--- config.mk ---
export PLATFORM = sky130hd
export DESIGN_NAME = obfuscated_field_serializer_unit
export DESIGN_NICKNAME = d
export VERILOG_FILES = /design/src/hw/rtl/ofs_pkg.sv /design/src/hw/rtl/ofs_front.sv /design/src/hw/rtl/ofs_queue.sv /design/src/hw/rtl/ofs_back.sv /design/src/hw/rtl/obfuscated_field_serializer_unit.sv
export SDC_FILE = /design/constraint.sdc
export NUM_CORES = 1
export LEC_CHECK = 0
export ABC_AREA = 1
export BUFFER_PORTS_ARGS = -buffer_cell sky130_fd_sc_hd__buf_2
export CAP_MARGIN = 40
export CORE_ASPECT_RATIO = 1.5
export CORE_MARGIN = 4
export CORE_UTILIZATION = 45
export CTS_BUF_LIST = sky130_fd_sc_hd__clkbuf_4 sky130_fd_sc_hd__clkbuf_8
export DETAILED_ROUTE_END_ITERATION = 8
export SLEW_MARGIN = 20
export SYNTH_ARGS = -nofsm -noshare
export SYNTH_HDL_FRONTEND = slang
export SYNTH_HIERARCHICAL = 1
export SYNTH_SLANG_ARGS = --single-unit
--- constraint.sdc ---
create_clock -name clk -period 5.3 [get_ports clk]
set_input_delay 0.265 -clock clk [delete_from_list [all_inputs] [get_ports clk]]
set_output_delay 0.265 -clock clk [all_outputs]
set_load 0.005 [all_outputs]
--- src/hw/rtl/ofs_pkg.sv ---
package ofs_pkg;

    // Field kinds carried on item.kind
    localparam logic [2:0] KIND_UINT8   = 3'd0;
    localparam logic [2:0] KIND_UINT16  = 3'd1;
    localparam logic [2:0] KIND_UINT32  = 3'd2;
    localparam logic [2:0] KIND_UINT64  = 3'd3;
    localparam logic [2:0] KIND_VARUINT = 3'd4;
    localparam logic [2:0] KIND_FLOAT32 = 3'd5;
    localparam logic [2:0] KIND_FLOAT64 = 3'd6;

    // Configuration register indexes
    localparam int unsigned CFG_INDEX_W = 8;
    localparam logic [CFG_INDEX_W-1:0] REG_MASK      = 8'd0;
    localparam logic [CFG_INDEX_W-1:0] REG_WIDE_MASK = 8'd1;

    // Bias removed from uint64 values before they are sent
    localparam logic [63:0] UINT64_BIAS = 64'd112;

    // First position number of the wide-masked kinds
    localparam logic [2:0] POS_UINT16 = 3'd1;
    localparam logic [2:0] POS_UINT32 = 3'd3;

    typedef struct packed {
        logic [2:0]  kind;
        logic [63:0] value;
    } item_t;

    typedef struct packed {
        logic [7:0] out_byte;
        logic       last;
    } result_t;

    typedef enum logic [1:0] {
        MODE_BE  = 2'd0,   // big-endian, top byte first
        MODE_LE  = 2'd1,   // little-endian, bottom byte first
        MODE_VAR = 2'd2    // 7-bit groups, bottom group first
    } mode_t;

    // Classified field, ready for the byte emitter
    typedef struct packed {
        mode_t       mode;
        logic [63:0] data;   // BE fields are left-aligned
        logic [3:0]  count;  // bytes to send for BE and LE
        logic [7:0]  xr;     // fixed XOR applied to every byte
        logic [2:0]  pos;    // first position number, zero when unused
    } cmd_t;

endpackage

--- src/hw/rtl/ofs_front.sv ---
module ofs_front (
    input  logic                           clk,
    input  logic                           rst_n,
    input  logic                           accept,
    input  ofs_pkg::item_t                 item,
    input  logic                           cfg_valid,
    input  logic [ofs_pkg::CFG_INDEX_W-1:0] cfg_index,
    input  logic [7:0]                     cfg_data,
    output logic                           push,
    output ofs_pkg::cmd_t                  cmd
);
    import ofs_pkg::*;

    logic [7:0] mask_reg;
    logic [7:0] wide_mask_reg;
    logic       known;

    always_ff @(posedge clk or negedge rst_n)
    begin
        if (!rst_n)
        begin
            mask_reg      <= '0;
            wide_mask_reg <= '0;
        end
        else if (cfg_valid)
        begin
            if (cfg_index == REG_MASK)
            begin
                mask_reg <= cfg_data;
            end
            else if (cfg_index == REG_WIDE_MASK)
            begin
                wide_mask_reg <= cfg_data;
            end
        end
    end

    always_comb
    begin
        cmd   = '0;
        known = 1'b1;
        unique case (item.kind)
            KIND_UINT8:
            begin
                cmd.mode  = MODE_BE;
                cmd.data  = {item.value[7:0], 56'd0};
                cmd.count = 4'd1;
                cmd.xr    = mask_reg;
            end
            KIND_UINT16:
            begin
                cmd.mode  = MODE_BE;
                cmd.data  = {item.value[15:0], 48'd0};
                cmd.count = 4'd2;
                cmd.xr    = mask_reg ^ wide_mask_reg;
                cmd.pos   = POS_UINT16;
            end
            KIND_UINT32:
            begin
                cmd.mode  = MODE_BE;
                cmd.data  = {item.value[31:0], 32'd0};
                cmd.count = 4'd4;
                cmd.xr    = mask_reg ^ wide_mask_reg;
                cmd.pos   = POS_UINT32;
            end
            KIND_UINT64:
            begin
                cmd.mode  = MODE_BE;
                cmd.data  = item.value - UINT64_BIAS;
                cmd.count = 4'd8;
                cmd.xr    = mask_reg;
            end
            KIND_VARUINT:
            begin
                cmd.mode  = MODE_VAR;
                cmd.data  = item.value;
                cmd.count = 4'd1;
                cmd.xr    = mask_reg;
            end
            KIND_FLOAT32:
            begin
                cmd.mode  = MODE_LE;
                cmd.data  = {32'd0, item.value[31:0]};
                cmd.count = 4'd4;
            end
            KIND_FLOAT64:
            begin
                cmd.mode  = MODE_LE;
                cmd.data  = item.value;
                cmd.count = 4'd8;
            end
            default:
            begin
                known = 1'b0;
            end
        endcase
    end

    // Drop undefined kinds here: they send nothing
    assign push = accept && known;

endmodule

--- src/hw/rtl/ofs_queue.sv ---
module ofs_queue #(
    parameter int unsigned DEPTH = 2
) (
    input  logic          clk,
    input  logic          rst_n,
    input  logic          push,
    input  ofs_pkg::cmd_t push_cmd,
    input  logic          pop,
    output ofs_pkg::cmd_t head,
    output logic          empty,
    output logic          full
);
    import ofs_pkg::*;

    localparam int unsigned PW = (DEPTH > 1) ? $clog2(DEPTH) : 1;
    localparam int unsigned CW = $clog2(DEPTH + 1);

    cmd_t          mem [DEPTH];
    logic [PW-1:0] wr_ptr_reg;
    logic [PW-1:0] wr_ptr_next;
    logic [PW-1:0] rd_ptr_reg;
    logic [PW-1:0] rd_ptr_next;
    logic [CW-1:0] count_reg;
    logic [CW-1:0] count_next;

    assign empty = (count_reg == '0);
    assign full  = (count_reg == CW'(DEPTH));
    assign head  = mem[rd_ptr_reg];

    always_comb
    begin
        wr_ptr_next = wr_ptr_reg;
        rd_ptr_next = rd_ptr_reg;
        count_next  = count_reg;
        if (push)
        begin
            wr_ptr_next = (wr_ptr_reg == PW'(DEPTH - 1)) ? '0 : wr_ptr_reg + 1'b1;
        end
        if (pop)
        begin
            rd_ptr_next = (rd_ptr_reg == PW'(DEPTH - 1)) ? '0 : rd_ptr_reg + 1'b1;
        end
        if (push && !pop)
        begin
            count_next = count_reg + 1'b1;
        end
        else if (pop && !push)
        begin
            count_next = count_reg - 1'b1;
        end
    end

    always_ff @(posedge clk or negedge rst_n)
    begin
        if (!rst_n)
        begin
            wr_ptr_reg <= '0;
            rd_ptr_reg <= '0;
            count_reg  <= '0;
        end
        else
        begin
            wr_ptr_reg <= wr_ptr_next;
            rd_ptr_reg <= rd_ptr_next;
            count_reg  <= count_next;
        end
    end

    always_ff @(posedge clk)
    begin
        if (push)
        begin
            mem[wr_ptr_reg] <= push_cmd;
        end
    end

    a_no_overflow: assert property (@(posedge clk) disable iff (!rst_n)
        !(push && full))
        else $error("queue written while full");

    a_no_underflow: assert property (@(posedge clk) disable iff (!rst_n)
        !(pop && empty))
        else $error("queue read while empty");

    a_count_range: assert property (@(posedge clk) disable iff (!rst_n)
        count_reg <= CW'(DEPTH))
        else $error("queue count out of range");

endmodule

--- src/hw/rtl/ofs_back.sv ---
module ofs_back (
    input  logic             clk,
    input  logic             rst_n,
    input  ofs_pkg::cmd_t    head,
    input  logic             empty,
    output logic             pop,
    output logic             result_valid,
    output ofs_pkg::result_t result
);
    import ofs_pkg::*;

    logic        active_reg;
    logic        active_next;
    mode_t       mode_reg;
    logic [63:0] data_reg;
    logic [63:0] data_next;
    logic [3:0]  count_reg;
    logic [3:0]  count_next;
    logic [7:0]  xr_reg;
    logic [2:0]  pos_reg;
    logic [2:0]  pos_next;
    logic        valid_reg;
    result_t     result_reg;
    result_t     cur;
    logic        cont;

    // Form the byte of the current field for this cycle
    always_comb
    begin
        cont       = |data_reg[63:7];
        cur        = '0;
        data_next  = data_reg;
        count_next = count_reg - 1'b1;
        pos_next   = (pos_reg != '0) ? pos_reg + 1'b1 : pos_reg;
        unique case (mode_reg)
            MODE_BE:
            begin
                cur.out_byte = data_reg[63:56] ^ xr_reg ^ {5'd0, pos_reg};
                cur.last     = (count_reg == 4'd1);
                data_next    = {data_reg[55:0], 8'd0};
            end
            MODE_LE:
            begin
                cur.out_byte = data_reg[7:0] ^ xr_reg;
                cur.last     = (count_reg == 4'd1);
                data_next    = {8'd0, data_reg[63:8]};
            end
            MODE_VAR:
            begin
                cur.out_byte = {data_reg[6:0], cont} ^ xr_reg;
                cur.last     = !cont;
                data_next    = {7'd0, data_reg[63:7]};
                count_next   = count_reg;
            end
            default:
            begin
                cur.last = 1'b1;
            end
        endcase
    end

    // Load the next field when idle or on the final byte of this one
    assign pop         = !empty && (!active_reg || cur.last);
    assign active_next = pop ? 1'b1 : (active_reg && !cur.last);

    always_ff @(posedge clk or negedge rst_n)
    begin
        if (!rst_n)
        begin
            active_reg <= 1'b0;
            valid_reg  <= 1'b0;
        end
        else
        begin
            active_reg <= active_next;
            valid_reg  <= active_reg;
        end
    end

    always_ff @(posedge clk)
    begin
        result_reg <= cur;
        if (pop)
        begin
            mode_reg  <= head.mode;
            data_reg  <= head.data;
            count_reg <= head.count;
            xr_reg    <= head.xr;
            pos_reg   <= head.pos;
        end
        else if (active_reg)
        begin
            data_reg  <= data_next;
            count_reg <= count_next;
            pos_reg   <= pos_next;
        end
    end

    assign result_valid = valid_reg;
    assign result       = result_reg;

    a_count_live: assert property (@(posedge clk) disable iff (!rst_n)
        (active_reg && mode_reg != MODE_VAR) |-> (count_reg != 4'd0))
        else $error("active fixed-width field with no bytes left");

    a_strobe_follows: assert property (@(posedge clk) disable iff (!rst_n)
        $past(active_reg) == valid_reg)
        else $error("result strobe out of step with emitter");

endmodule

--- src/hw/rtl/obfuscated_field_serializer_unit.sv ---
// Masked field serializer. Raise start with an item (kind, 64-bit value) while
// busy is low; the field goes out as 1 to 10 bytes on result, one byte per
// clock, each marked by result_valid for exactly one cycle, with result.last
// set on the final byte. The receiver cannot stall the block, so it must take
// every strobed byte. An item has as many bytes as its kind gives (uint8 1,
// uint16 2, uint32 and float32 4, uint64 and float64 8, varuint 1 to 10); the
// single byte emitter in the back end sends them; queued fields follow each
// other without gaps. The emitter loads a field from the queue and registers
// each byte onto result. A queue of QUEUE_DEPTH classified fields sits
// between the front end and the emitter; busy is high while it is full. Kind 7
// is dropped and sends nothing. Write mask_byte (index 0) and wide_mask_byte
// (index 1) only while no field is in flight; cfg_ready is always high and
// writes to other indexes are ignored.
module obfuscated_field_serializer_unit #(
    parameter int unsigned QUEUE_DEPTH = 2
) (
    input  logic                            clk,
    input  logic                            rst_n,
    input  logic                            start,
    output logic                            busy,
    input  ofs_pkg::item_t                  item,
    output logic                            result_valid,
    output ofs_pkg::result_t                result,
    input  logic                            cfg_valid,
    output logic                            cfg_ready,
    input  logic [ofs_pkg::CFG_INDEX_W-1:0] cfg_index,
    input  logic [7:0]                      cfg_data
);
    import ofs_pkg::*;

    logic accept;
    logic push;
    logic pop;
    logic empty;
    logic full;
    cmd_t push_cmd;
    cmd_t head;

    // Hold off new words only while the queue has no room
    assign busy      = full;
    assign accept    = start && !busy;
    assign cfg_ready = 1'b1;

    // Classify the item and apply the configured masks
    ofs_front u_front (
        .clk       (clk),
        .rst_n     (rst_n),
        .accept    (accept),
        .item      (item),
        .cfg_valid (cfg_valid),
        .cfg_index (cfg_index),
        .cfg_data  (cfg_data),
        .push      (push),
        .cmd       (push_cmd)
    );

    // Buffer classified fields so the front can run ahead of the emitter
    ofs_queue #(
        .DEPTH (QUEUE_DEPTH)
    ) u_queue (
        .clk      (clk),
        .rst_n    (rst_n),
        .push     (push),
        .push_cmd (push_cmd),
        .pop      (pop),
        .head     (head),
        .empty    (empty),
        .full     (full)
    );

    // Emit one byte per clock from the field at the head
    ofs_back u_back (
        .clk          (clk),
        .rst_n        (rst_n),
        .head         (head),
        .empty        (empty),
        .pop          (pop),
        .result_valid (result_valid),
        .result       (result)
    );

endmodule
==> results.ini <==
[outcome]
status = complete, no violations

[timing]
setup_viol = 0
finalHoldViolations = 0
worst_slack_ps = 2070
skew_ps = 31.8
fin_hold_ws_ps = 107
fmax_mhz = 310
slew_viol_final = 0
worst_pin_slew_ps = 814
rsz0062_at_grt = no
finalCritPeriodShare_pct = 60.9
relSlewSlack_pct = 45.5
setup_tns_ps = 0
finalCriticalPeriod_ps = 3230

[setup_path]
worstPathMaxFanout = 57
crit_slowest_cell = nand2_2
crit_path_end = u_back/data_reg[13]
reg2reg_slack_ps = 2070
ff2ff_path_depth = 10
critPathRequiredTime_ps = 5550
cp-startpoint = u_back/mode_reg[1]
worstSetupPathType = register to register
cp.arrival_ps = 3470
critPathCaptureType = register
r2r-start = u_back/mode_reg[1]
cpPeakStageDelay_ps = 640
path_cells = inv_1 > ha_2 > buf_4 > or2_1 > a31o_2 > inv_2 > nand3_1 > nand2_2 > nand2_2 > buf_4
rr_endpoint = u_back/data_reg[13]
worstSetupStartpointType = register

[clock_network]
insertion_delay_ps = 580
cts_tree = done
cts-buffers-inserted = 41
clkTransAtPathRegs_ps = 60
cts_buffer_depth = 3
cts_setup_buffers = 0
htree_levels = 2
clock-sinks = 274
cts_root_buffer = clkbuf_8

[global_route]
grt_usage_pct = 25.5
grt_pass1_wl_mm = 74.0
grt_max_degree = 68
antenna_found_initial = 1
grt.overflow.total = 0
grt_pass1_vias = 12400

[die]
io_pins = 99
die_y_um = 237
core-area_um2 = 34500
initial_core_util_pct = 45.8
die_w_um = 161
die_area_um2 = 38200
rows = 83

[logic_synthesis]
netlist_instances = 1791
ys_top_cells_by_area = edfxtp_1, nand2_1, mux2_4
yosysUniqueCellTypes = 46
syn_avg_cell_area_um2 = 8.81
netlist_area_um2 = 15800
synth_fp_nets = 1888
synth_top_area_cell = edfxtp_1
synth_edf_count = 243
synth_seq_cells = 274
ys_seq_area_share_pct = 50.9
synth_top_area_share_pct = 46.2
synth-main-ff-cell = edfxtp_1
ys_warn_count = 6
synthArstFlopShare_pct = 8.03

[detailed_routing]
finalWirelength_mm = 49.7
vias = 12800
first_pass_iters = 6
ant_nets = 0
vias_per_cell = 5.39
first_iter_violations = 854
post-route-drc-count = 0
wire_per_inst_um = 20.8

[power_and_ir_drop]
p_sw_uw = 4220
ir_drop_uv = 372
p_total_uw = 10300
power_frac_clock_pct = 16.5
combPwrFrac_pct = 43.4
intPower_uw = 6050
switching_share_pct = 41.1
sequentialPowerShare_pct = 40.1
leakagePower_uw = 0.00726
power.density_nw_per_um2 = 589

[flow_run]
maxCapViolations = 0

[place]
place_hpwl_mm = 37.2
place_congestion = 1.01
port_buffers = 97
pre_cts_slack_ps = 2120

[cells_and_area]
nets = 1980
largest_reg_flops = 162
drive_gt1_share_pct = 16.7
area_delta_synth_final_pct = 10.5

[worst_hold_path]
holdCritPathClass = primary input to register

[through the flow]
stage | area [um^2] | util, % | cells
CTS | 17400 | 50.6 | 2382
global route | 17400 | 50.6 | 2383
global placement | 16500 | 47.9 | 2297
detailed placement | 16500 | 47.9 | 2298
floorplan | 15800 | - | 1791
finish | 17400 | 50.6 | 2383
[cells in the mapped netlist, types with 3 or more instances]
library cell and count:
nand2_1 573, nor2_1 247, edfxtp_1 243, a21oi_1 153, inv_1 105, nand3_1 91
mux2_4 79, o21ai_0 45, clkbuf_1 28, buf_2 22, dfrtp_1 22, a22oi_1 18
xor2_1 17, nor2_2 13, buf_4 10, ha_1 10, or2_2 10, dfxtp_1 9
buf_12 8, inv_2 7, nor2_4 7, o221ai_1 7, o22ai_1 7, xnor2_1 7
nand2_2 6, nor3_1 6, and2_1 5, mux2i_1 4, o21bai_1 4, buf_1 3
nand4_1 3, o21ai_1 3
[metal layers]
metal  routed length (um)  vias to the layer above  global-route usage (%)
li1                     -                     6165                       -
met1                19100                     5973                    30.5
met2                24100                      539                    43.1
met3                 2720                      159                    3.35
met4                 3750                        0                    16.9
met5                    0                        -                       0
[critical path: cells and delay by family, from the launching register on]
kind / cells / cell delay, ps
adder cells (fa/ha/maj): 1 / 160
AND/OR/NAND/NOR: 4 / 1100
flip-flops: 1 / 420
AO/OA/AOI/OAI: 1 / 150
buffers and inverters: 4 / 1020
[cells in the final DEF (no fill, tap or decap), types with 5 or more instances in the layout]
master | Yosys | routed
nand2_1 | 573 | 572
inv_2 | 7 | 7
o21ai_0 | 45 | 45
buf_2 | 22 | 97
dlygate4sd3_1 | 0 | 9
xnor2_1 | 7 | 7
a21oi_1 | 153 | 153
ha_1 | 10 | 8
nor3_1 | 6 | 6
xor2_1 | 17 | 17
nand3_1 | 91 | 91
nand2_2 | 6 | 7
inv_1 | 105 | 104
nor2_4 | 7 | 8
a22oi_1 | 18 | 18
o221ai_1 | 7 | 7
o22ai_1 | 7 | 7
nor2_2 | 13 | 14
dfxtp_1 | 9 | 9
clkbuf_8 | 0 | 44
buf_4 | 10 | 15
or2_2 | 10 | 10
clkinv_2 | 0 | 9
and2_1 | 5 | 5
clkbuf_4 | 0 | 17
edfxtp_1 | 243 | 243
mux2_4 | 79 | 79
dfrtp_1 | 22 | 21
nor2_1 | 247 | 245
[layout make-up]
class	instances	area, um^2
clock inverters	14	78.8
fillers	3355	17000
clock buffers	61	733
repair buffers	122	716
flip-flops and latches	274	8030
inverters	112	422
multi-input cells	1332	6870
diodes	1	2.50
well taps	467	584
[power by group through the flow]
stage	combinational, uW	clock, uW	sequential [uW]
finish	4450	1700	4120
global route	4970	1840	4180
CTS	4450	1750	4110
detailed placement	4430	0	4160
global placement	4310	0	4210
floorplan	3550	0	3910
[cell families (layout without fill, tap and decap cells)]
group | count (synthesis) | in the layout | share of synthesized area [%]
muxes | 85 | 85 | 7.91
adders and majority gates | 10 | 10 | 0.793
DFF | 274 | 274 | 50.9
xor gates and xnor gates | 24 | 24 | 1.33
buffers and inverters | 185 | 309 | 5.73
AOI/OAI and AO/OA | 241 | 241 | 8.28
other | 2 | 3 | 0.0476
and+or+nand+nor | 970 | 970 | 25.0
[how the worst min path moves through the flow]
stage                   from                   to  slack (ps)  cells past startpoint
finish              item[52]   u_queue/mem[1][67]         110                      3
global route        item[57]   u_queue/mem[0][72]          90                      3
CTS                 item[52]   u_queue/mem[1][67]          80                      3
detailed placement     rst_n  u_back/result_valid         280                      1
global placement       rst_n  u_back/result_valid         270                      1
floorplan              rst_n    u_back/active_reg         -30                      0
[timing repair]
item,in CTS,in global routing
endpoints found under the hold margin,38,0
hold buffers,9,0
gates resized for setup,0,0
No activity file was read; power rests on OpenSTA's default activity.
